[src/sv/chacha20_stream_cipher_defines.svh]
// ----------------------------------------------------------------------------
// ChaCha20 stream cipher assertion macros
// Shared assertion forms, clocked on clk and quiet while arst_n is low.
// ----------------------------------------------------------------------------
`ifndef CHACHA20_STREAM_CIPHER_DEFINES_SVH
`define CHACHA20_STREAM_CIPHER_DEFINES_SVH

// Consequent must hold in the same cycle as the antecedent.
`define CC20_ASSERT_SAME(lbl, ante, cons, msg) \
	lbl: assert property (@(posedge clk) disable iff (!arst_n) (ante) |-> (cons)) \
		else $error(msg);

// Consequent must hold in the cycle after the antecedent.
`define CC20_ASSERT_NEXT(lbl, ante, cons, msg) \
	lbl: assert property (@(posedge clk) disable iff (!arst_n) (ante) |=> (cons)) \
		else $error(msg);

`endif

[src/sv/cc20_pkg.sv]
// ----------------------------------------------------------------------------
// ChaCha20 package
// Constants, types and register codes shared by the cipher modules.
// ----------------------------------------------------------------------------
package cc20_pkg;

	localparam int DOUBLE_ROUNDS = 10;
	localparam int NUM_ROUNDS    = 2 * DOUBLE_ROUNDS;
	localparam int ROUND_W       = $clog2(NUM_ROUNDS);

	localparam int DATA_W  = 64;
	localparam int CNT_W   = 4;
	localparam int BYTES   = 8;
	localparam int WORDS   = 16;
	localparam int POS_W   = 3;
	localparam int ADDR_W  = 6;
	localparam int PDATA_W = 64;

	localparam logic [31:0] SIGMA0 = 32'h6170_7865;
	localparam logic [31:0] SIGMA1 = 32'h3320_646e;
	localparam logic [31:0] SIGMA2 = 32'h7962_2d32;
	localparam logic [31:0] SIGMA3 = 32'h6b20_6574;

	localparam logic [2:0] REG_KEY0     = 3'd0;
	localparam logic [2:0] REG_KEY1     = 3'd1;
	localparam logic [2:0] REG_KEY2     = 3'd2;
	localparam logic [2:0] REG_KEY3     = 3'd3;
	localparam logic [2:0] REG_NONCE0   = 3'd4;
	localparam logic [2:0] REG_NONCE1   = 3'd5;
	localparam logic [2:0] REG_INIT_CTR = 3'd6;

	typedef logic [31:0] word_t;
	typedef logic [WORDS-1:0][31:0] cc_state_t;

	typedef enum logic [1:0] {
		STEP_AD16,
		STEP_CB12,
		STEP_AD8,
		STEP_CB7
	} step_t;

	typedef struct packed {
		logic [255:0] key;
		logic [95:0]  nonce;
		word_t        init_ctr;
	} cfg_t;

	typedef struct packed {
		logic  start;
		word_t ctr;
	} gen_req_t;

endpackage

[src/sv/cc20_apb_regs.sv]
// ----------------------------------------------------------------------------
// ChaCha20 configuration registers
// APB register file holding key, nonce and the restart counter value.
// ----------------------------------------------------------------------------
module cc20_apb_regs (
	input  logic                         clk,
	input  logic                         arst_n,
	input  logic                         psel,
	input  logic                         penable,
	input  logic                         pwrite,
	input  logic [cc20_pkg::ADDR_W-1:0]  paddr,
	input  logic [cc20_pkg::PDATA_W-1:0] pwdata,
	output logic [cc20_pkg::PDATA_W-1:0] prdata,
	output logic                         pready,
	output cc20_pkg::cfg_t               cfg
);
	import cc20_pkg::*;

	logic [3:0][63:0] key_q;
	logic [63:0]      nonce0_q;
	logic [31:0]      nonce1_q;
	logic [31:0]      init_ctr_q;
	logic [2:0]       idx;
	logic             wr_en;

	assign idx    = paddr[5:3];
	assign wr_en  = psel && penable && pwrite;
	assign pready = 1'b1;

	always_ff @(posedge clk or negedge arst_n) begin
		if (!arst_n) begin
			key_q      <= '0;
			nonce0_q   <= '0;
			nonce1_q   <= '0;
			init_ctr_q <= '0;
		end else if (wr_en) begin
			case (idx)
				REG_KEY0:     key_q[0]   <= pwdata;
				REG_KEY1:     key_q[1]   <= pwdata;
				REG_KEY2:     key_q[2]   <= pwdata;
				REG_KEY3:     key_q[3]   <= pwdata;
				REG_NONCE0:   nonce0_q   <= pwdata;
				REG_NONCE1:   nonce1_q   <= pwdata[31:0];
				REG_INIT_CTR: init_ctr_q <= pwdata[31:0];
				default: ;
			endcase
		end
	end

	always_comb begin
		case (idx)
			REG_KEY0:     prdata = key_q[0];
			REG_KEY1:     prdata = key_q[1];
			REG_KEY2:     prdata = key_q[2];
			REG_KEY3:     prdata = key_q[3];
			REG_NONCE0:   prdata = nonce0_q;
			REG_NONCE1:   prdata = {32'd0, nonce1_q};
			REG_INIT_CTR: prdata = {32'd0, init_ctr_q};
			default:      prdata = '0;
		endcase
	end

	assign cfg.key      = key_q;
	assign cfg.nonce    = {nonce1_q, nonce0_q};
	assign cfg.init_ctr = init_ctr_q;

endmodule

[config.mk]
export PLATFORM = sky130hd
export DESIGN_NAME = cc20_apb_regs
export DESIGN_NICKNAME = d
export VERILOG_FILES = /design/src/sv/chacha20_stream_cipher_defines.svh /design/src/sv/cc20_pkg.sv /design/src/sv/cc20_apb_regs.sv
export SDC_FILE = /design/constraint.sdc
export NUM_CORES = 1
export LEC_CHECK = 0
export BUFFER_PORTS_ARGS = -buffer_cell sky130_fd_sc_hd__clkbuf_2
export CORE_AREA = 2 2 214 216
export CTS_BUF_LIST = sky130_fd_sc_hd__clkbuf_16
export DETAILED_ROUTE_END_ITERATION = 16
export DIE_AREA = 0 0 216 218
export SLEW_MARGIN = 20
export SYNTH_ARGS = -nofsm -noshare
export SYNTH_HDL_FRONTEND = slang
export SYNTH_SLANG_ARGS = --single-unit
[constraint.sdc]
create_clock -name clk -period 2.4 [get_ports clk]
set_input_delay 0.36 -clock clk [delete_from_list [all_inputs] [get_ports clk]]
set_output_delay 0.36 -clock clk [all_outputs]
set_load 0.02 [all_outputs]
==> impl_results.md <==
* Main combinational cell family by area after synthesis: multiplexers
* Clock-pin slew on the worst setup and hold paths at 0.06 ns
* Setup TNS at 0 ns
* Compound-Gate Fraction of Synth Area at 7.13%
* Routed Antenna Nets at 0
* PortBufs at 519
* Fmax at 470 MHz
* Top cell type's share of synthesized area at 54.2%
* Total CTS buffers at 44
* CTS Hold Buffers Added at 1
* Initial Util at 39.5%
* Critical Path RT at 2.04 ns
* Finished Layout Cells at 2,423
* Hold Fails Final Rpt at 0
* Sink Count at 384
* Mean post-synth cell area at 13.8 um^2
* Synthesized cell area at 17,700 um^2
* Total grt overflow at 0
* Pre-CTS setup slack at 0.282 ns
* # DRC at 0
* Worst Tran Pin Value at 0.586 ns
* GRT Total Usage at 24.3%
* Status: finished clean
* Largest cells by area after synthesis: dfrtp_1, mux2_2, mux2i_1, mux2_1, o21a_1
* Post-Synth Adder-Cell Area at 0%
* Post-Synth XOR/XNOR Area at 0%
* Initial drt markers at 737
* CP arrival at 1.77 ns
* Setup violators final at 0
* Period utilization at 88.6%
* Number of global-route vias before repair at 13,528
* Root Buffer: clkbuf_16
* Ant diodes at 0
* Syn Nets at 1,355
* Worst setup SP type: primary input
* H-tree Lvls at 2
* Simple-Gate Fraction of Synth Area at 2.99%
* First-pass GRT wire length at 87,300 um
* RSZ-0062 raised after global routing: false
* Clk buf depth at 3
* Antenna violations before repair at 1
* TritonCTS clock tree: done
* WL/cell at 24.0 um
* Gate Count Post-Synth at 1,280
* R2R Path Start: nonce0_q[18]$_DFFE_PN0P_
* Maxcap violations at 0
* GP Congestion at 0.884
* # rows at 78
* Layout area overhead at 28.1%
* Via/cell ratio at 5.38
* Top-level I/O count at 524
* Final nets at 1,866
* Leakage power at 11.3 nW
* Pwr dens at 938 nW/um^2
* Vias post-DR at 13,024
* Dpl hpwl at 40,100 um
* Largest net degree at the start of global routing at 82
* Critical Path Start: paddr[3]
* Die ar. at 47,100 um^2
* Seq/Total Area, Yosys at 54.2%
* Clk_lat worst skew at 0.56 ns
* Number of detailed-route iterations in the first pass at 5
* Die Y-Extent at 218 um
* WS Path Type: primary input to primary output
* Synth area leader: dfrtp_1
* Slew headroom at 60.9%
* Core area at 44,900 um^2
* Post-CTS sizing at 0
* Dpl cells at 2,344
* Die width at 216 um
* Cell variety after synth at 30
* Min-delay src: pwdata[63]
* Slew Viols, Final at 0
* WL final at 58,100 um
* Final Critical Period at 2.13 ns
* Fraction of layout cells with a size suffix above 1 at 52.5%
* Yosys warning total at 0
* Critical path endpoint category: primary output
* IR drop worst, VDD at 0.663 mV
* Layout Skew at 0 ns
* #FFs+latches synth at 384
* Post-CTS Setup Repair Bufs at 0
* Post-route setup slack at 0.273 ns
* Post-synthesis mux area share at 33.0%
* Min-delay worst type: primary input to register
* Crit Path Max Fanout at 27
-- layout by cell type, fill, tap and decap left out, types with 2 or more instances in the layout --
cell type,n
o2bb2ai_1,32
dfrtp_1,384
nand4b_1,18
o21a_1,63
buf_12,24
mux2_1,82
nor2_4,5
buf_4,24
or3_4,2
clkinv_1,15
nand3b_1,9
o221ai_1,22
mux2_2,326
clkbuf_2,515
clkinv_2,4
nand2_1,25
mux2i_1,126
inv_1,10
nand3_1,22
o211a_1,9
bufinv_16,3
o21ai_0,41
clkbuf_16,45
-- through the flow --
stage | hold slack (ns) | utilization (%) | power (W) | area [um^2]
after global placement | 0.364 | 47.6 | 0.0150 | 21300
final | 0.0822 | 50.6 | 0.0213 | 22700
after floorplan | 0.0644 | - | 0.0124 | 17700
after detailed placement | 0.366 | 47.6 | 0.0151 | 21300
after global routing | 0.0677 | 50.6 | 0.0223 | 22700
after CTS | 0.0411 | 50.6 | 0.0215 | 22700
-- critical path, stage by stage --
cell and delay [ns]:
clkbuf_8 0.23, buf_4 0.43, mux2i_1 0.14, o21a_1 0.18, o21ai_0 0.17, clkbuf_2 0.22
-- registers in the layout (all words and copies together), names as in the netlist --
signal / flops
init_ctr_q: 32
nonce0_q: 64
nonce1_q: 32
cfg: 256
-- per-layer routing --
metal / vias to the layer above / GRT usage [%] / routed length [um]
met2: 464 / 40.2 / 27800
met3: 72 / 7.38 / 4730
met5: - / 0 / 0
li1: 5763 / - / -
met4: 0 / 6.44 / 1010
met1: 6725 / 31.1 / 24500
-- cell usage after synthesis, drive strengths merged --
master   instances
o2bb2ai         32
mux2i          126
nand2           25
or3              2
o21ai           41
nor2             5
nand4            1
conb             1
buf             61
dfrtp          384
o32a             1
nand4b          19
o211ai           1
nand3           22
clkbuf          41
nor2b            2
inv              1
o211a            9
nand3b           9
o21a            63
a21oi            1
nand2b           2
mux2           408
nor3b            1
o221ai          22
-- cells by family (layout without fill, tap and decap cells) --
group | after synthesis | count (layout)
simple gates | 88 | 88
mux | 534 | 534
other cells | 1 | 1
buf+inv | 103 | 646
flops | 384 | 384
compound gates | 170 | 170
-- power breakdown --
| part | switching (W) | total, W | internal, W |
|---|---|---|---|
| combinational | 0.00377 | 0.00616 | 0.00239 |
| clock | 0.00262 | 0.00631 | 0.00369 |
| sequential | 0.00106 | 0.00882 | 0.00775 |
| total | 0.00745 | 0.0213 | 0.0138 |
-- area by class of cell --
cell class / instances / area (um^2)
clock inverters: 33 / 216
flip-flops and latches: 384 / 9610
well taps: 600 / 751
fillers: 4082 / 22200
repair buffers: 567 / 3290
inverters: 1 / 3.75
clock buffers: 45 / 1130
multi-input cells: 793 / 7710
-- final timing paths --
path	to	slack, ns	cells after the start
worst max-delay path	prdata[20]	0.27	6
worst min-delay path	cfg[191]$_DFFE_PN0P_	0.08	2
worst max register to register	nonce0_q[18]$_DFFE_PN0P_	1.56	1
worst min register to register	cfg[158]$_DFFE_PN0P_	0.51	1
max in group asynchronous	nonce1_q[20]$_DFFE_PN0P_	1.16	4
min in group asynchronous	cfg[209]$_DFFE_PN0P_	0.36	2
Note: power is estimated with default switching activity, not from simulation.
